--- config.mk ---
export PLATFORM = sky130hd
export DESIGN_NAME = hrvt_ram
export DESIGN_NICKNAME = d
export VERILOG_FILES = /design/src/rtl/assert_macros.svh /design/src/rtl/hrvt_ram.sv
export SDC_FILE = /design/constraint.sdc
export NUM_CORES = 1
export LEC_CHECK = 0
export BUFFER_PORTS_ARGS = -buffer_cell sky130_fd_sc_hd__buf_2
export CAP_MARGIN = 25
export CORE_MARGIN = 4
export CORE_UTILIZATION = 40
export CTS_CLUSTER_DIAMETER = 120
export CTS_CLUSTER_SIZE = 25
export DETAILED_ROUTE_END_ITERATION = 10
export PLACE_DENSITY = 0.56
export SLEW_MARGIN = 20
export SYNTH_ARGS = -nofsm -noshare
export SYNTH_HDL_FRONTEND = slang
export SYNTH_SLANG_ARGS = --single-unit
--- constraint.sdc ---
create_clock -name i_clk -period 3.6 [get_ports i_clk]
set_clock_uncertainty 0.2 [all_clocks]
set_input_delay 0.72 -clock i_clk [delete_from_list [all_inputs] [get_ports i_clk]]
set_output_delay 0.72 -clock i_clk [all_outputs]
set_load 0.01 [all_outputs]
--- src/rtl/assert_macros.svh ---
// Assertion macros used by the tracker RTL.
`ifndef ASSERT_MACROS_SVH
`define ASSERT_MACROS_SVH
// Property checked at every rising clock edge out of reset.
`define HRVT_ASSERT(lbl, prop, msg) \
    lbl: assert property (@(posedge i_clk) disable iff (!i_rst_n) (prop)) else $error(msg);
// Condition in one cycle implies a property in the next.
`define HRVT_ASSERT_NEXT(lbl, cond, prop, msg) \
    lbl: assert property (@(posedge i_clk) disable iff (!i_rst_n) (cond) |=> (prop)) \
        else $error(msg);
`endif

--- src/rtl/hrvt_ram.sv ---
// Generic single-port-write, single-port-read RAM with registered read.
`timescale 1ns / 1ps
module hrvt_ram #(
    parameter int WIDTH = 20,
    parameter int DEPTH = 64
) (
    input  logic                     i_clk,
    input  logic                     i_we,
    input  logic [$clog2(DEPTH)-1:0] i_waddr,
    input  logic [WIDTH-1:0]         i_wdata,
    input  logic [$clog2(DEPTH)-1:0] i_raddr,
    output logic [WIDTH-1:0]         o_rdata
);
    logic [WIDTH-1:0] r_mem [DEPTH];
    logic [WIDTH-1:0] r_rdata;

    always_ff @(posedge i_clk) begin
        if (i_we) begin
            r_mem[i_waddr] <= i_wdata;
        end
        r_rdata <= r_mem[i_raddr];
    end

    assign o_rdata = r_rdata;
endmodule

# Yosys cells after proc, flatten, opt, wreduce, memory -nomap -nowiden
# Memories as Yosys holds them, arrays and structs flattened. A register that Yosys moved wholly into a read port is not among the register bits.
# Cells that the tools add are included.
# totals
ff_bits,0
mem_bits_rw,1280
in_bits,34
out_inout_bits,20
wordCells,3
mem_count,1
# mem_list
memory,depth,width,rd,rd_clocked_by_memory_dff,write_ports,line,text
r_mem,64,20,1,1,1,hrvt_ram.sv:14,logic [WIDTH-1:0] r_mem [DEPTH];
# classes
mux,2
# ops
cell,count
$mux 1,2

# Depth between registers and ports, before layout
# Gate-level depths: netlist of run 1.
# logic_depth
ltp_word,2
depth_mapped,10
ltp_nobuf,5

# Worst setup path before layout of run 1
# Ideal clock, no wire load.
# synth_path
path_kind,in2reg
startpoint,input i_waddr[3]
endpoint,memory r_mem[48][0] (enable)
setup_time_ps,422
arrival_time_ps,2640
required_time_ps,2978
slack_ps,338
stages,4
n_path_buf,1
cell_sequence,clkbuf_1 > nor2b_1 > nand4b_1 > nor3_1
# synth_lines
element,line,text
start: declaration,hrvt_ram.sv:9,"input logic [$clog2(DEPTH)-1:0] i_waddr,"
end: declaration,hrvt_ram.sv:14,
# Straight into the memory's write port.

==> results of run 1 <==
power groups by stage:
stage	Combinational [µW]	Clock (µW)	Sequential (µW)
finish	1650	7550	16800
global route	1750	8290	16800
CTS	1680	7740	16800
detailed placement	1680	0	17100
global placement	1650	0	17100
floorplan	811	0	17100
stage by stage:
stage	hold slack (ns)	setup TNS [ns]
2_1_floorplan	0.479	0
3_3_place_gp	0.643	-0.139
3_5_place_dp	0.650	-0.0604
4_1_cts	0.230	0
5_1_grt	0.255	0
6_report	0.270	0
Yosys cell counts (3+ instances only):
library cell     n
clkbuf_1        49
mux4_2         264
nand3_1          6
o22ai_1         52
and3_1          16
a31oi_1         32
edfxtp_1      1280
buf_4           22
nand3b_1         4
a22oi_1         64
buf_6            7
o31ai_1         15
nand2_1         12
a21oi_1          3
dfxtp_1         20
mux2i_1        184
nand2b_1         6
o21ai_0         32
nor2b_1          7
mux2_2           6
buf_2           48
nor2_1          74
a21o_1          15
nor3_1           6
sequential cells by signal (all words and copies together) (netlist names):
signal / flops
r_mem: 1280
o_rdata: 20
per-layer routing:
layer  routed length (µm)  track usage  share of wire  up-vias
met5                   40            0        0.00032        -
met4                 3340       0.0490          0.027        6
met3                 8160       0.0350          0.066      138
met2                60100        0.307           0.49      734
met1                51600        0.258           0.42    12700
li1                     -            -              -     9789
worst paths after layout:
path,from,end
min,i_wdata[8],r_mem[41][8]
max,i_raddr[2],o_rdata[19]
min reg2reg,r_mem[30][8],o_rdata[8]
max reg2reg,r_mem[63][13],o_rdata[13]
kinds of logic (layout without fill, tap and decap cells):
logic type,after synthesis,count (layout),synth area share
other,0,4,0
DFF,1300,1300,0.785
muxes,454,454,0.159
AOI/OAI and AO/OA,220,220,0.0296
and+or+nand+nor,140,140,0.0133
buffers and inverters,129,370,0.0137
critical path, delay by kind of cell:
kind                   cells  cell delay, ns
AND/OR/NAND/NOR            2            0.65
buffers and inverters      4            1.08
AO/OA/AOI/OAI              3            0.77
final cells by class:
type                            instances  area share
Sequential cell                      1300       0.708
Multi-Input combinational cell        814       0.185
Timing Repair Buffer                  262      0.0395
Tap cell                             1625      0.0371
Clock buffer                          104      0.0292
Clock inverter                          3    0.000684
Antenna cell                            4    0.000183
Inverter                                1   0.0000684
==> impl_metrics.ini, run 1 <==
[grt]
antenna_found_initial = 8
grt_first_pass_wirelength_um = 175000
track_usage = 0.186
grt.overflow.total = 0
grt_max_degree = 65
first_global_vias = 23700

[logic_synthesis]
yosysTopAreaCellShare = 0.777
synth-async-reset-ratio = 0
dominantRegCellSynth = edfxtp_1
syn_area_mm2 = 0.0495
syn_nets = 2277
ys_seq_area_frac = 0.785
synth_edf_count = 1280
syn-mean-instance-area_um2 = 22.1
netlist_top_cells_area = edfxtp_1, mux4_2, mux2i_1
synth.distinct_cells = 36
yosysTopAreaCell = edfxtp_1
ys_warn_count = 0
netlist_instances = 2243
ys_seq_elements = 1300

[power_and_ir_drop]
power_density_mw_per_mm2 = 474
clkPwrFrac = 0.290
p_sw_uw = 5580
ir_drop_mv = 0.426
p_sw_frac = 0.215
cellInternalPower_uw = 20400
pwr-share-comb = 0.064
fin_total_pwr_uw = 26000
p_leak_uw = 0.0173
pwr-share-seq = 0.646

[finish]
area_delta_synth_final_pct = 10.8
fin_cells = 4113
fin_area_mm2 = 0.0548
regArea_mm2 = 0.0388
drive_above_1_share = 0.267
final_cell_mix = edfxtp_1, mux4_2, buf_4
mostFrequentLayoutCell = edfxtp_1
postLayoutCoreUtil = 0.448
fillers = 10400
multi_input_area_mm2 = 0.0102
nets = 2470

[critical_path]
crit_top_cell = buf_4
path_max_fanout = 40
startpoint_type = input pin
cp.arrival_ns = 3.37
r2r_slack_ns = 1.20
slowest_delay_ns = 0.38
end_kind = flop
rr_worst_depth = 5
crit_slowest_cell = nor2b_2
cp.required_ns = 3.98
path_cells = buf_8 > buf_12 > nor2b_2 > buf_4 > buf_4 > a22oi_1 > a31oi_1 > o21ai_0 > and3_1
worst-setup-path-type = input pin to flop

[floorplanning]
initial_core_util = 0.405
ios = 54
die_y_um = 360
core-area_mm2 = 0.122
dieArea_mm2 = 0.129
die_width_um = 360
num_rows = 128

[clock_network]
clockBufferDepth = 3
root_buffer = clkbuf_16
clock_latency_ns = 0.70
cts_buffers = 57
clock_sinks = 1300
worst_setup_hold_path_clk_slew_ns = 0.10
htreeDepth = 2
holdBufCountCts = 0
cts_tree = built
post_cts_resized = 0
cts_setup_buffers = 0

[drt]
dr_total_vias = 23300
via_per_inst = 5.67
routed_wl_um = 123000
drc = 0
wl_per_cell_um = 30.0
drtPass1Iterations = 5
drt_iter0_drc = 2494
final_antenna_net_count = 0

[timing]
slew_violations = 0
post-route-min-period_ns = 2.99
hold_viol = 0
fin_crit_sh = 0.831
worst_pin_slew_ns = 1.02
setup_ws_ns = 0.608
setup_viol = 0
grt_setup_unrepaired = false
max_freq_mhz = 334
max-slew-margin-rel = 0.312

[run_status]
status = completed

[placed_design]
dp_slack_ns = -0.0604
portBuffers = 53
place_area_mm2 = 0.0532
dp_hpwl_um = 76900
place.gp.congestion = 0.794
placed_cells = 4001

[run]
cap_violations = 0

[min_path]
min_delay_path_depth = 1
hold_path.class = input pin to flop
(Power assumes the default switching activity.)
==> inputs of run 2 (changes only) <==
- clock period: 3.6 -> 2.78 ns (I/O delays scaled with it)
==> impl_metrics.ini, run 2 (synthesis results as in run 1) <==
[drt]
drc = 0
via_per_inst = 5.66
drtPass1Iterations = 5
dr_total_vias = 23900
final_antenna_net_count = 0
routed_wl_um = 125000
drt_iter0_drc = 2659
wl_per_cell_um = 29.6

[finish]
drive_above_1_share = 0.295
largest_reg_flops = 1280
area_delta_synth_final_pct = 14.5
regMostFlops = r_mem
nets = 2574
fin_cells = 4220
final_cell_mix = edfxtp_1, mux4_2, buf_4
mostFrequentLayoutCell = edfxtp_1

[grt]
grt_max_degree = 65
track_usage = 0.190
first_global_vias = 24200
grt.overflow.total = 0
grt_first_pass_wirelength_um = 179000
antenna_found_initial = 8

[clock_network]
clockBufferDepth = 3
clock_latency_ns = 0.68
holdBufCountCts = 2
cts_tree = built
cts_setup_buffers = 0
worst_setup_hold_path_clk_slew_ns = 0.10
cts_buffers = 57
clock_sinks = 1300
post_cts_resized = 0
root_buffer = clkbuf_16
htreeDepth = 2

[power_and_ir_drop]
power_density_mw_per_mm2 = 596
ir_drop_mv = 0.480
p_leak_uw = 0.0180

[floorplanning]
initial_core_util = 0.405
num_rows = 128
dieArea_mm2 = 0.129
die_width_um = 360
die_y_um = 360
core-area_mm2 = 0.122
ios = 54

[timing]
post-route-min-period_ns = 2.55
hold_viol = 0
max-slew-margin-rel = 0.262
setup_viol = 0
worst_pin_slew_ns = 1.10
max_freq_mhz = 392
setup_ws_ns = 0.226
grt_setup_unrepaired = false
fin_crit_sh = 0.919
slew_violations = 0

[critical_path]
cp.required_ns = 3.20
end_kind = flop
rr_worst_depth = 7
r2r-end = o_rdata[12]
worst-setup-path-type = input pin to flop
path_max_fanout = 30
cp-startpoint = i_raddr[0]
r2r_slack_ns = 0.59
r2r-start = r_mem[38][12]
cp-endpoint = o_rdata[2]
startpoint_type = input pin
cp.arrival_ns = 2.98

[min_path]
hp-start = i_wdata[8]
hold_path.class = input pin to flop

[placed_design]
placed_cells = 4104
place.gp.congestion = 0.822
dp_slack_ns = -0.496
dp_hpwl_um = 78200
portBuffers = 53

[run_status]
status = completed

[run]
cap_violations = 0
run 2: cell count changes in the layout (fill, tap and decap cells not counted), moves of 2 or more:
cell,change
buf_4,+19
o31ai_1,-2
buf_12,+84
diode_2,+5
dlygate4sd3_1,+2
inv_6,-2
o31ai_2,+2
nor3_2,-2
nor3_4,+2
run 2: worst min-delay path by stage:
stage	endpoint	slack (ns)	cells after the start
after global routing	r_mem[49][8]	0.15	1
after global placement	o_rdata[0]	0.56	4
after detailed placement	o_rdata[18]	0.54	4
after floorplan	r_mem[0][0]	0.45	0
final	r_mem[53][8]	0.16	1
after CTS	r_mem[62][8]	0.13	1
run 2: per-layer routing:
metal / global-route usage / part of all wire
met2: 0.316 / 0.49
met3: 0.0266 / 0.066
met5: 0 / 0
met1: 0.275 / 0.43
met4: 0.0275 / 0.013
run 2: through the flow:
stage,instance area (µm²),power [µW],utilization,setup TNS [ns],hold slack (ns)
finish,56700,33800,0.463,0,0.161
detailed placement,55000,24500,0.450,-4.45,0.544
global route,56700,34900,0.463,0,0.153
floorplan,49500,23200,-,-15.05,0.455
CTS,56700,34000,0.463,0,0.128
global placement,55000,24500,0.450,-5.29,0.563
run 2: final cells by class:
cell class                      instances  area [µm²]
Tap cell                             1625        2030
Antenna cell                            9        22.5
Timing Repair Buffer                  366        4010
Sequential cell                      1300       38800
Inverter                                1        3.75
Fill cell                           10100       65700
Clock buffer                          105        1610
Multi-Input combinational cell        814       10200
run 2: critical path, cell delays in order:
cell and delay, ns:
buf_8 0.18, buf_12 0.18, buf_12 0.27, buf_4 0.26, mux4_2 0.24, mux2i_1 0.08, o21ai_0 0.86, and3_1 0.28
run 2: where the power goes:
part	internal (µW)	leakage (µW)	total (µW)	switching, µW
registers	21700	0.0117	21700	89.2
clock network	3930	0.000759	9710	5780
logic	963	0.00560	2310	1350
total	26600	0.0180	33800	7220
