<file path="src/rtl/assert_macros.svh">
// Assertion macros used by the tracker RTL.
`ifndef ASSERT_MACROS_SVH
`define ASSERT_MACROS_SVH
// Property checked at every rising clock edge out of reset.
`define HRVT_ASSERT(lbl, prop, msg) \
    lbl: assert property (@(posedge i_clk) disable iff (!i_rst_n) (prop)) else $error(msg);
// Condition in one cycle implies a property in the next.
`define HRVT_ASSERT_NEXT(lbl, cond, prop, msg) \
    lbl: assert property (@(posedge i_clk) disable iff (!i_rst_n) (cond) |=> (prop)) \
        else $error(msg);
`endif

</file>
<file path="src/rtl/hrvt_pkg.sv">
// Package: constants and types of the beat interval tracker.
`timescale 1ns / 1ps
package hrvt_pkg;
    localparam int RING_DEPTH    = 64;
    localparam int INTERVAL_BITS = 20;
    localparam int CFG_W         = 26;
    localparam int CFG_IDX_W     = 3;
    localparam int DIV_NUM_W     = 32;
    localparam int ROOT_W        = 16;
    localparam int ROOT_M_W      = 16;
    localparam int RATE_W        = 15;

    localparam logic [31:0] NN50_LIMIT        = 32'd500;
    localparam logic [31:0] TICKS_X10_PER_MIN = 32'd6000000;
    localparam logic [31:0] PERCENT           = 32'd100;
    localparam logic [14:0] RATE_MAX          = 15'h7fff;

    localparam logic [19:0] MIN_INTERVAL_RST = 20'd2500;
    localparam logic [19:0] MAX_INTERVAL_RST = 20'd20000;
    localparam logic [7:0]  REPORT_EVERY_RST = 8'd10;
    localparam logic [6:0]  MIN_STORED_RST   = 7'd10;
    localparam logic [25:0] MIN_WINDOW_RST   = 26'd600000;
    localparam logic [6:0]  RATE_WINDOW_RST  = 7'd8;

    typedef enum logic [CFG_IDX_W-1:0] {
        CFG_MIN_INTERVAL = 3'd0,
        CFG_MAX_INTERVAL = 3'd1,
        CFG_REPORT_EVERY = 3'd2,
        CFG_MIN_STORED   = 3'd3,
        CFG_MIN_WINDOW   = 3'd4,
        CFG_RATE_WINDOW  = 3'd5,
        CFG_SOURCE_TAG   = 3'd6
    } t_cfg_idx;
endpackage

</file>
<file path="src/rtl/hrvt_div.sv">
// Restoring divider, one quotient bit per cycle.
`timescale 1ns / 1ps
module hrvt_div #(
    parameter int DEN_W = 39
) (
    input  logic                          i_clk,
    input  logic                          i_rst_n,
    input  logic                          i_start,
    input  logic [hrvt_pkg::DIV_NUM_W-1:0] i_num,
    input  logic [DEN_W-1:0]              i_den,
    output logic                          o_done,
    output logic [hrvt_pkg::DIV_NUM_W-1:0] o_quot
);
    localparam int NW = hrvt_pkg::DIV_NUM_W;
    localparam int CW = $clog2(NW + 1);

    logic             r_busy;
    logic             r_done;
    logic [CW-1:0]    r_cnt;
    logic [NW-1:0]    r_q;
    logic [DEN_W-1:0] r_rem;
    logic [DEN_W-1:0] r_den;
    logic [DEN_W:0]   trial;
    logic             fits;

    assign trial = {r_rem, r_q[NW-1]};
    assign fits  = trial >= {1'b0, r_den};

    always_ff @(posedge i_clk) begin
        if (!i_rst_n) begin
            r_busy <= 1'b0;
            r_done <= 1'b0;
            r_cnt  <= '0;
        end else begin
            r_done <= 1'b0;
            if (r_busy) begin
                r_rem <= fits ? DEN_W'(trial - {1'b0, r_den}) : trial[DEN_W-1:0];
                r_q   <= {r_q[NW-2:0], fits};
                r_cnt <= r_cnt - CW'(1);
                if (r_cnt == CW'(1)) begin
                    r_busy <= 1'b0;
                    r_done <= 1'b1;
                end
            end else if (i_start) begin
                r_busy <= 1'b1;
                r_cnt  <= CW'(NW);
                r_q    <= i_num;
                r_rem  <= '0;
                r_den  <= i_den;
            end
        end
    end

    assign o_done = r_done;
    assign o_quot = r_q;
endmodule

</file>
<file path="config.mk">
export PLATFORM = sky130hd
export DESIGN_NAME = hrvt_div
export DESIGN_NICKNAME = d
export VERILOG_FILES = /design/src/rtl/assert_macros.svh /design/src/rtl/hrvt_pkg.sv /design/src/rtl/hrvt_div.sv
export SDC_FILE = /design/constraint.sdc
export NUM_CORES = 1
export LEC_CHECK = 0
export ABC_AREA = 1
export BUFFER_PORTS_ARGS = -buffer_cell sky130_fd_sc_hd__buf_2
export CAP_MARGIN = 20
export CELL_PAD_IN_SITES_DETAIL_PLACEMENT = 0
export CELL_PAD_IN_SITES_GLOBAL_PLACEMENT = 1
export CORE_AREA = 2 2 141 143
export DETAILED_ROUTE_END_ITERATION = 6
export DIE_AREA = 0 0 143 145
export GPL_ROUTABILITY_DRIVEN = 0
export PLACE_DENSITY = 0.87
export SETUP_SLACK_MARGIN = 0.2
export SLEW_MARGIN = 20
export SYNTH_ARGS = -nofsm -noshare
export SYNTH_HDL_FRONTEND = slang
export SYNTH_SLANG_ARGS = --single-unit
</file>
<file path="constraint.sdc">
create_clock -name i_clk -period 6.32 [get_ports i_clk]
set_input_delay 1.264 -clock i_clk [delete_from_list [all_inputs] [get_ports i_clk]]
set_output_delay 1.264 -clock i_clk [all_outputs]
set_load 0.03 [all_outputs]
</file>
* Word-level counts from Yosys, hierarchy flattened *
Cells that the tools add are included.

storage, ports and cells
  register bits after elaboration = 118
  output and inout port bits = 33
  word-level logic and storage cells = 26

cells by class
  add/subtract/negate cells = 2
  $lt $le $gt $ge = 1
  equal/unequal tests = 1
  mux-type cells = 11
  bitwise operators = 1
  reduce and logical (&&, ||, !) cells = 4

operator list
  kind                 number
  $mux 39              3
  $mux 32              2
  $ge 40x39->1         1
  $sub 39x39->39       1
  $mux 6               2
  $eq 6x1->1 const B   1
  $sub 6x1->6 const B  1
  $mux 1               4
  $reduce_and 2->1     2
  $reduce_and 3->1     1
  $reduce_bool 2->1    1
  $not 1->1            1

* Longest topological paths before layout *
  word-level depth = 3
  gate-level depth with buffers = 17
  depth with buffers taken out = 17

* Least setup slack after synthesis *
Ideal clock, no wire load.

  path kind = input -> register
  start point = input i_rst_n
  end point = register r_q[0] (netlist: o_quot[0]), enable pin
  arrival time = 4.365 ns
  data required time = 5.818 ns
  slack = 1.453 ns
  stages on the path = 2
  buffers on the path = 0
  cells stage by stage = inv_1 > nor2_1

on the way
  cells in the longest elaborated chain, start to end = 1

RTL lines
  item                               line            RTL
  start, declared                    hrvt_div.sv:7   input logic i_rst_n,
  $reduce_and 2->1 (no source line)  n/a
  end signal, assigned               hrvt_div.sv:38  r_q <= {r_q[NW-2:0], fits};
  end signal, assigned               hrvt_div.sv:47  r_q <= i_num;
  end, declared                      hrvt_div.sv:20  logic [NW-1:0] r_q;

No other way between the ends.
A chain may end at the register's enable or synchronous reset.

* Worst setup path after layout *
  start point = register r_rem[21]
  end point = register r_rem[33], data pin

on the way
  cells in the longest elaborated chain, start to end = 3
  elaborated cells between the ends (all ways) = 4
  those cells by class = add/sub (1); order compare (1); mux (2)

RTL lines
  item                                            line                            RTL
  start, declared                                 hrvt_div.sv:21                  logic [DEN_W-1:0] r_rem;
  start signal, assigned                          hrvt_div.sv:37                  r_rem <= fits ? DEN_W'(trial - {1'b0, r_den}) : trial[DEN_W-1:0];
  $sub 39x39->39 or $ge 40x39->1 (tied branches)  hrvt_div.sv:37, hrvt_div.sv:27
  $mux 39 (*)                                     hrvt_div.sv:37
  $mux 39 (*)                                     hrvt_div.sv:36                  if (r_busy) begin

Mark *: on every way between the ends. The rest lies on a longest branch, timed or not.

==> metrics.csv <==
stage,metric,value,unit
global_route,initial antenna violation count,0,
clock_tree,clk sinks,118,
sta,Hold Fails Final Rpt,0,
place,HPWL after detailed placement,14.79,mm
worst_setup_path,critical path class,flop to flop,
detailed_routing,Total Routed Length,19.57,mm
worst_setup_path,Crit path arrival time,3.15,ns
die,Core Region,0.01921,mm2
logic_synthesis,"Async S/R FF share, synth",0,%
logic_synthesis,Seq cells post-synth,118,
logic_synthesis,Post-Syn Nets,1230,
final_layout,Final Non-Filler Cells,1503,
flow_run,Max Cap Viol,0,
clock_tree,TritonCTS buffer count,17,
clock_tree,Root Buffer,clkbuf_16,
clock_tree,"CTS clk-pin slew, worst paths",0.06,ns
place,Setup Slack @ Placement,3.027,ns
final_layout,most frequent cells in the layout,"466 x nand2_1, 187 x inv_1, 139 x nor2_1",
global_route,number of global-route vias before repair,6782,
final_layout,share of layout cells above drive strength 1,12.68,%
logic_synthesis,Post-Synth XOR/XNOR Area,2.203,%
worst_setup_path,CP required,6.50,ns
logic_synthesis,adder-cell share of the synthesized area,6.704,%
die,I/O pin cnt,107,
logic_synthesis,post-synthesis cell count,1114,
die,Die Area,0.02074,mm2
sta,Worst Skew,0.01655,ns
logic_synthesis,Post-synth EDFFs,110,
logic_synthesis,Synth area leaders,"edfxtp_1 42%, nand2_1 22%, inv_1 8.8%, nor2_1 6.7%, ha_1 6.5%",
worst_hold_path,Hold Path Class,flop to flop,
logic_synthesis,"Cell Area, Synth",0.007950,mm2
status,run status,"finished, final reports clean",
sta,RSZ-0062 raised after global routing,no,
detailed_routing,routed length per instance,13.02,um
detailed_routing,first drt pass iteration count,5,
logic_synthesis,Syn. warnings,0,
global_route,GRT Residual Overflow,0,
clock_tree,CTS tree,done,
sta,setup TNS,0,ns
detailed_routing,vias per inst,4.595,
logic_synthesis,post-synthesis mux area share,0,%
detailed_routing,DRC,0,
die,Die Span X,143,um
final_layout,"Net count, final",1341,
final_layout,area grow syn2layout,18.41,%
die,Initial Util,41.39,%
logic_synthesis,"Primary FF master, synth",edfxtp_1,
sta,fin worst setup slack,3.355,ns
place,placed cell count,1471,
clock_tree,post_cts resized,0,
global_route,largest net degree at the start of global routing,74,
worst_setup_path,Startpoint Class,flop,
die,Row Count,51,
power,Max VDD drop,0.2225,mV
clock_tree,setup fix buffers added after clock tree synthesis,0,
sta,Final Slew Violations,0,
final_layout,"commonest non-fill, non-tap cell in the layout",nand2_1,
global_route,total track usage,19.70,%
sta,Worst Hold Slack,0.4866,ns
sta,Rel. slew slack,36.58,%
place,# port buffers,106,
detailed_routing,Initial DRC Count,385,
logic_synthesis,Netlist cell types,34,
sta,FMAX,337.2,MHz
clock_tree,CTS H-tree lvls,4,
logic_synthesis,Syn Area/Cell,7.137,um2
detailed_routing,Vias,6907,
final_layout,diode count,0,
sta,Worst-Margin Slew,0.9455,ns
detailed_routing,DRT antenna net count,0,
worst_setup_path,Critical Path Fanout Max,30,
clock_tree,Max clock buf depth,2,
logic_synthesis,sequential share of the synthesized area,43.56,%
worst_setup_path,critical path capture point type,flop,
logic_synthesis,area share of the largest cell type after synthesis,41.55,%
global_route,first-pass GRT wire length,32.38,mm
clock_tree,Clock Latency Late Sink,0.43,ns
logic_synthesis,largest area contributor in the netlist,edfxtp_1,
logic_synthesis,simple-gate portion of the synthesized area,33.00,%
power,pwr/cell area,268.4,mW/mm2
clock_tree,cts hold-fix bufs,0,
die,Die Y,145,um
sta,fin crit share,46.92,%
power,leakage,4.880,nW
logic_synthesis,Compound-Gate Fraction of Synth Area,4.123,%
logic_synthesis,largest family of logic cells by synthesized area,simple AND/OR/NAND/NOR gates,
sta,clock period minus worst slack,2.965,ns
sta,final setup violating endpoints,0,
metal layers:
layer	routed length (um)	GRT usage [%]	vias up
met4	314	5.446	0
met2	8790	31.29	160
met5	0	0	-
li1	-	-	3649
met1	9357	26.35	3070
met3	1109	5.446	28
where the power goes:
| part | internal [W] | total [W] | switching [W] | leakage (nW) |
|---|---|---|---|---|
| combinational | 0.000187 | 0.000545 | 0.000358 | 3.46 |
| sequential | 0.000923 | 0.000950 | 0.0000265 | 1.12 |
| clock | 0.000632 | 0.00103 | 0.000400 | 0.299 |
sequential cells by signal (all words and copies together), names as in the netlist:
signal,count
o_done,1
r_rem,39
r_busy,1
r_den,39
o_quot,32
r_cnt,6
logic make-up after synthesis:
logic type / count (synthesis)
compound gates: 59
xor+xnor: 20
fa+ha+maj: 42
buf+inv: 208
flops: 118
simple gates: 667
synthesized netlist by cell type (6+ instances only):
cell type,instances
o21ai_0,11
nor2_1,141
nand2_1,466
nand3_1,29
nand3b_1,6
clkbuf_1,11
nor3_1,9
dfxtp_1,8
a21oi_1,36
ha_1,41
o21bai_1,7
xnor2_1,16
inv_1,187
edfxtp_1,110
critical path, cell delays in order (launching register included):
cell and delay (ns):
edfxtp_1 0.40, ha_1 0.38, nand2_1 0.15, inv_1 0.05, a21oi_1 0.25, nand2_1 0.12, inv_1 0.10, nand2_1 0.06
nand2_1 0.09, nand4_4 0.36, buf_16 0.32, buf_16 0.17, nand2_1 0.11, nand2_1 0.07, nand2_1 0.06, inv_1 0.04
final timing paths:
| kind | cells after the start | slack (ns) | startpoint | to |
|---|---|---|---|---|
| hold reg to reg | 2 | 0.49 | r_cnt[1] | r_cnt[1] |
| setup / recovery | 15 | 3.35 | r_rem[21] | r_rem[33] |
| hold / removal | 2 | 0.49 | r_cnt[1] | r_cnt[1] |
| setup reg to reg | 15 | 3.35 | r_rem[21] | r_rem[33] |
area by class of cell:
type	instances	area (um2)
multi-input cells	788	3684
inverters	189	709.4
clock inverters	14	187.7
flip-flops and latches	118	3465
repair buffers	111	608.1
well taps	265	331.6
fillers	1990	9793
clock buffers	18	429.2
metrics by stage:
step	power (W)	util [%]	area (um2)
2_1_floorplan	0.001365	-	7950
4_1_cts	0.002550	49.01	9414
3_5_place_dp	0.001512	45.80	8797
6_report	0.002527	49.01	9414
5_1_grt	0.002660	49.01	9414
3_3_place_gp	0.001498	45.52	8742
Power figures use the tool's default switching activity.
