--- src/rtl/assert_macros.svh ---
// Assertion macros used by the tracker RTL.
`ifndef ASSERT_MACROS_SVH
`define ASSERT_MACROS_SVH
// Property checked at every rising clock edge out of reset.
`define HRVT_ASSERT(lbl, prop, msg) \
    lbl: assert property (@(posedge i_clk) disable iff (!i_rst_n) (prop)) else $error(msg);
// Condition in one cycle implies a property in the next.
`define HRVT_ASSERT_NEXT(lbl, cond, prop, msg) \
    lbl: assert property (@(posedge i_clk) disable iff (!i_rst_n) (cond) |=> (prop)) \
        else $error(msg);
`endif

--- src/rtl/hrvt_pkg.sv ---
// Package: constants and types of the beat interval tracker.
`timescale 1ns / 1ps
package hrvt_pkg;
    localparam int RING_DEPTH    = 64;
    localparam int INTERVAL_BITS = 20;
    localparam int CFG_W         = 26;
    localparam int CFG_IDX_W     = 3;
    localparam int DIV_NUM_W     = 32;
    localparam int ROOT_W        = 16;
    localparam int ROOT_M_W      = 16;
    localparam int RATE_W        = 15;

    localparam logic [31:0] NN50_LIMIT        = 32'd500;
    localparam logic [31:0] TICKS_X10_PER_MIN = 32'd6000000;
    localparam logic [31:0] PERCENT           = 32'd100;
    localparam logic [14:0] RATE_MAX          = 15'h7fff;

    localparam logic [19:0] MIN_INTERVAL_RST = 20'd2500;
    localparam logic [19:0] MAX_INTERVAL_RST = 20'd20000;
    localparam logic [7:0]  REPORT_EVERY_RST = 8'd10;
    localparam logic [6:0]  MIN_STORED_RST   = 7'd10;
    localparam logic [25:0] MIN_WINDOW_RST   = 26'd600000;
    localparam logic [6:0]  RATE_WINDOW_RST  = 7'd8;

    typedef enum logic [CFG_IDX_W-1:0] {
        CFG_MIN_INTERVAL = 3'd0,
        CFG_MAX_INTERVAL = 3'd1,
        CFG_REPORT_EVERY = 3'd2,
        CFG_MIN_STORED   = 3'd3,
        CFG_MIN_WINDOW   = 3'd4,
        CFG_RATE_WINDOW  = 3'd5,
        CFG_SOURCE_TAG   = 3'd6
    } t_cfg_idx;
endpackage

--- src/rtl/hrvt_root.sv ---
// Bitwise search for the largest s with s*s*m <= num; each bit takes a square, multiply and compare step.
`timescale 1ns / 1ps
module hrvt_root #(
    parameter int NUM_W = 82
) (
    input  logic                         i_clk,
    input  logic                         i_rst_n,
    input  logic                         i_start,
    input  logic [NUM_W-1:0]             i_num,
    input  logic [hrvt_pkg::ROOT_M_W-1:0] i_m,
    output logic                         o_done,
    output logic [hrvt_pkg::ROOT_W-1:0]   o_root
);
    localparam int RW = hrvt_pkg::ROOT_W;
    localparam int MW = hrvt_pkg::ROOT_M_W;
    localparam int PW = 2 * RW + MW;
    localparam int CW = (NUM_W > PW) ? NUM_W : PW;

    typedef enum logic [1:0] {PH_IDLE, PH_SQ, PH_MUL, PH_CMP} t_ph;

    t_ph             r_ph;
    logic            r_done;
    logic [RW-1:0]   r_s;
    logic [RW-1:0]   r_bit;
    logic [2*RW-1:0] r_sq;
    logic [PW-1:0]   r_prod;
    logic [NUM_W-1:0] r_num;
    logic [MW-1:0]   r_m;
    logic [RW-1:0]   cand;

    assign cand = r_s | r_bit;

    always_ff @(posedge i_clk) begin
        if (!i_rst_n) begin
            r_ph   <= PH_IDLE;
            r_done <= 1'b0;
        end else begin
            r_done <= 1'b0;
            unique case (r_ph)
                PH_IDLE: begin
                    if (i_start) begin
                        r_num <= i_num;
                        r_m   <= i_m;
                        r_s   <= '0;
                        r_bit <= {1'b1, {(RW-1){1'b0}}};
                        r_ph  <= PH_SQ;
                    end
                end
                PH_SQ: begin
                    r_sq <= (2*RW)'(cand) * (2*RW)'(cand);
                    r_ph <= PH_MUL;
                end
                PH_MUL: begin
                    r_prod <= PW'(r_sq) * PW'(r_m);
                    r_ph   <= PH_CMP;
                end
                PH_CMP: begin
                    if (CW'(r_prod) <= CW'(r_num)) begin
                        r_s <= cand;
                    end
                    r_bit <= r_bit >> 1;
                    if (r_bit[0]) begin
                        r_ph   <= PH_IDLE;
                        r_done <= 1'b1;
                    end else begin
                        r_ph <= PH_SQ;
                    end
                end
                default: r_ph <= PH_IDLE;
            endcase
        end
    end

    assign o_done = r_done;
    assign o_root = r_s;
endmodule

--- config.mk ---
export PLATFORM = sky130hd
export DESIGN_NAME = hrvt_root
export DESIGN_NICKNAME = d
export VERILOG_FILES = /design/src/rtl/assert_macros.svh /design/src/rtl/hrvt_pkg.sv /design/src/rtl/hrvt_root.sv
export SDC_FILE = /design/constraint.sdc
export NUM_CORES = 2
export LEC_CHECK = 0
export ABC_AREA = 1
export BUFFER_PORTS_ARGS = -buffer_cell sky130_fd_sc_hd__buf_2
export CAP_MARGIN = 20
export CORE_MARGIN = 2
export CORE_UTILIZATION = 60
export CTS_CLUSTER_DIAMETER = 30
export DETAILED_ROUTE_END_ITERATION = 8
export PLACE_DENSITY = 0.8
export SLEW_MARGIN = 25
export SYNTH_ARGS = -nofsm -noshare
export SYNTH_HDL_FRONTEND = slang
export SYNTH_SLANG_ARGS = --single-unit
--- constraint.sdc ---
create_clock -name i_clk -period 14.5 [get_ports i_clk]
set_clock_uncertainty 0.15 [all_clocks]
set_input_delay 1.45 -clock i_clk [delete_from_list [all_inputs] [get_ports i_clk]]
set_output_delay 1.45 -clock i_clk [all_outputs]
set_load 0.1 [all_outputs]
Yosys cells after proc, flatten, opt, wreduce, memory -nomap -nowiden
Cells that the tools add are included.

operators by class
  multiply operators = 2
  $lt $le $gt $ge = 1
  equality and inequality tests = 5
  muxes and demuxes = 9
  bitwise logic cells = 1
  reduce and logical (&&, ||, !) cells = 8

operators by type and width
  operator            count
  $le 48x82->1        1
  $pmux 16 s2         2
  $mul 32x16->48      1
  $mux 16             3
  $mul 16x16->32      1
  $or 16x16->16       1
  $pmux 2 s4          1
  $reduce_and 2->1    3
  $reduce_and 3->1    2
  $eq 2x2->1 const B  2
  $ne 2x2->1 const B  2
  $reduce_and 4->1    1
  $eq 2x1->1 const B  1
  $logic_not 2->1     1
  $mux 1              2
  $mux 2              1
  $reduce_bool 2->1   1

word-level totals
  register bits = 213
  bits of input ports = 101

Logic depth before layout (Yosys ltp)
  depth after elaboration = 3
  gate-level depth with buffers = 28
  mapped depth without buffers = 26

Least setup slack after synthesis
OpenSTA, ideal clock, no wires.

  kind = register -> register
  from = register r_s[1], in the netlist o_root[1]
  to = register r_sq[18] (data pin)
  arrival time = 5.927 ns
  required time = 14.090 ns
  setup slack = 8.163 ns
  stages on the path, launching flop included = 24
  path buffers = 1
  period minus slack after synthesis = 6.337 ns
  cell sequence = edfxtp_1 nor2_1 clkbuf_1 nor2_1 fa_1 inv_1 fa_1 inv_1 fa_1 inv_1 fa_1 inv_1 fa_1 inv_1 fa_1 inv_1 ha_1 nand2_1 inv_1 a21boi_0 nand3_1 inv_1 o21ai_2 xor2_1

on the way
  cells in the longest elaborated chain, start to end = 2

RTL lines
  element                 RTL line         text
  from (decl)             hrvt_root.sv:23  logic [RW-1:0] r_s;
  from (signal assigned)  hrvt_root.sv:59  r_s <= cand;
  $or 16x16->16           hrvt_root.sv:31  assign cand = r_s | r_bit;
  $mul 16x16->32          hrvt_root.sv:50  r_sq <= (2*RW)'(cand) * (2*RW)'(cand);
  to (signal assigned)    hrvt_root.sv:50
  to (decl)               hrvt_root.sv:25  logic [2*RW-1:0] r_sq;

Every way passes these cells.
A chain may end at the register's enable or synchronous reset.

Worst setup path after layout
  from = register r_bit[2]
  to = register r_sq[14] (data pin)

on the way
  cells in the longest elaborated chain, start to end = 2

RTL lines
  element                 RTL line         text
  from (decl)             hrvt_root.sv:24  logic [RW-1:0] r_bit;
  from (signal assigned)  hrvt_root.sv:45  r_bit <= {1'b1, {(RW-1){1'b0}}};
  from (signal assigned)  hrvt_root.sv:61  r_bit <= r_bit >> 1;
  $or 16x16->16           hrvt_root.sv:31
  net cand[2]             hrvt_root.sv:29  logic [RW-1:0] cand;
  $mul 16x16->32          hrvt_root.sv:50

The timed path passes the listed nets, and every way through them passes these cells.

==> metrics.md <==
| Metric | Value |
|---|---|
| Run status | finished, final reports clean |
| Hpwl dp | approximately 65000 um |
| Ranking of synthesized cells by area | fa_1 35%, edfxtp_1 19%, inv_1 13% |
| Vias in the first global route | 27100 |
| Synth unique cells | 40 |
| Worst hold path type | flip-flop to flip-flop |
| Synthesized area per cell | 8.44 um2 |
| Die span in x | approximately 240 um |
| Setup TNS | 0 ns |
| First-pass GRT wire length | roughly 140000 um |
| Min Tclk post-route | just under 7 ns |
| Initial DRT Pass Iterations | 8 |
| Post-route ant nets | 0 |
| Area delta synth->final | 9.83% |
| Row count | 85 |
| CP Capture Type | flip-flop |
| Max Fclk | 147 MHz |
| CTS buffer count | 54 |
| Initial DRC count | ~1900 |
| Crit-path max FO | 12 |
| Diodes inserted | 0 |
| Die area | about 56000 um2 |
| Actual slew at the worst max-slew pin | between 1 and 1.5 ns |
| CP endpoint | r_sq[14] |
| Worst rel slew slack | 0.291 |
| Ports | roughly 120 |
| Reg clk slew, reported paths | ~0.050 ns |
| Number of flops mapped to enable cells by yosys | around 210 |
| Slew Viols, Final | 0 |
| Synthesized cell area | ~33000 um2 |
| Final hold violation count | 0 |
| CP Launch Point | r_bit[2] |
| GRT overflow | 0 |
| Root buf cell | clkbuf_16 |
| Number of fillers in the final layout | between 4000 and 5000 |
| Fin crit share | 0.469 |
| Drt total wl | around 84000 um |
| CTS Sinks | between 200 and 250 |
| Resize count post-CTS | 0 |
| Most frequent cell after synthesis | inv_1 |
| Antenna violations before repair | 0 |
| Reg2reg start | r_bit[2] |
| Worst Setup Start Kind | flip-flop |
| TritonCTS clock tree | built |
| Hold buffer count at cts | 0 |
| Via density | ~5.3 |
| Largest net degree at the start of global routing | 62 |
| R2r setup slk | roughly 7.7 ns |
| Total global routing track utilization | 0.314 |
| Worst EP arrival | 7.01 ns |
| Worst skew pair latency | ~0.60 ns |
| Post-Syn Instances | 3877 |
| RSZ-0062 raised after global routing | no |
| Top-area cell type share of the netlist area | 0.351 |
| Nets | a little under 5000 |
| H-tree Lvls | 2 |
| Final Setup Violations | 0 |
| Max Root-Sink Buffers | 3 |
| WL per Instance | about 18 um |
| Initial cell density of the core | 0.608 |
| Setup repair bufs after CTS | 0 |
| Ys flop type | edfxtp_1 |
| Total area of sequential cells | approximately 6300 um2 |
| Sequential share of the synthesized area | 0.194 |
| Share of cells above drive strength 1 | 0.0693 |
| Leading area contributor after synthesis | fa_1 |
| Crit Reg-Reg Endpoint | r_sq[14] |
| Warnings, synthesis | 0 |
| Critical path class | flip-flop to flip-flop |
| Post-synth ARST share | 0 |
| DRC Markers | 0 |
| Die height | 237 um |
| Port Buf Inserts | between 100 and 150 |
| FF+latch count, synth | about 210 |
| Area of the multi-input gates | roughly 22000 um2 |
| Final core utilization | 0.668 |
| Core box area | 53800 um2 |
| Post-synth top cells | 1106 x inv_1, 923 x nand2_1, 574 x fa_1, 269 x ha_1, 266 x nor2_1 |
| Max cap viols | 0 |
| Routability cong. | ~0.95 |
| Worst path required time | approximately 15 ns |
| Vias | 25200 |
| Worst R2R Path Depth | 17 |
layer usage:
metal  track usage  vias up  routed length (um)
li1              -    11500                   -
met1         0.379    12300               31000
met2         0.547     1105               42200
met3        0.0496      308                6590
met4         0.160        0                4600
met5             0        -                   0
sequential cells by signal, indices dropped and copies added (netlist names):
name    count
r_ph        2
r_num      82
r_bit      16
o_done      1
r_m        16
o_root     16
r_prod     48
r_sq       31
cells by family (layout without fill, tap and decap cells):
kind of cell,count (synthesis),in the layout,synth area share
fa+ha+maj,843,843,0.454
flops,212,212,0.194
compound gates,192,192,0.0328
other cells,2,8,0.000230
simple gates,1333,1333,0.162
buf+inv,1240,1368,0.142
xor+xnor,55,55,0.0147
critical path, cell delays in order, from the launching register on:
cell and delay, ns:
edfxtp_1 0.39, nor2_1 0.83, inv_1 0.38, nand2_1 0.24, fa_1 0.46, fa_1 0.55, inv_1 0.05, fa_1 0.50
inv_1 0.07, fa_1 0.55, inv_1 0.05, fa_1 0.49, fa_1 0.41, ha_1 0.36, a21o_1 0.21, a21boi_0 0.23
nand3_1 0.22, xor2_1 0.41
placed cells by master, fill, tap and decap left out, types with 19 or more instances in the layout:
| cell | n |
|---|---|
| ha_1 | 269 |
| nand2_1 | 923 |
| fa_1 | 574 |
| clkbuf_16 | 55 |
| inv_1 | 1105 |
| a21oi_1 | 105 |
| xor2_1 | 43 |
| nor2_1 | 265 |
| buf_2 | 117 |
| nand3_1 | 71 |
| nor3_1 | 19 |
| buf_4 | 40 |
| edfxtp_1 | 209 |
| o21ai_0 | 44 |
| nand4_1 | 20 |
| o21bai_1 | 20 |
worst min-delay path by stage:
| stage | from | slack [ns] | depth (start not counted) | end |
|---|---|---|---|---|
| 6_report | r_bit[2] | 0.41 | 2 | r_bit[1] |
| 3_5_place_dp | r_bit[8] | 0.39 | 2 | r_bit[7] |
| 3_3_place_gp | r_bit[7] | 0.37 | 2 | r_bit[6] |
| 2_1_floorplan | r_bit[0] | 0.34 | 2 | o_done |
| 5_1_grt | r_bit[13] | 0.44 | 2 | r_bit[12] |
| 4_1_cts | r_ph[1] | 0.40 | 2 | r_ph[1] |
metrics by stage:
step | std cells | cell area [um2] | hold WS (ns) | setup slack, ns
6_report | 4707 | 35900 | 0.407 | 7.69
5_1_grt | 4707 | 35900 | 0.435 | 7.36
4_1_cts | 4707 | 35900 | 0.396 | 7.70
3_5_place_dp | 4607 | 34000 | 0.390 | 7.82
3_3_place_gp | 4607 | 34000 | 0.367 | 7.95
2_1_floorplan | 3883 | 32700 | 0.338 | 8.16
layout make-up:
| cell class | count | share of cell area |
|---|---|---|
| Clock buffer | 60 | 0.0388 |
| Clock inverter | 40 | 0.0143 |
| Inverter | 1111 | 0.116 |
| Multi-Input combinational cell | 2431 | 0.606 |
| Sequential cell | 212 | 0.176 |
| Tap cell | 696 | 0.0242 |
| Timing Repair Buffer | 157 | 0.0247 |
Power is not shown: default switching activity piles up to over one toggle a cycle in this logic, so the estimate is an artifact.
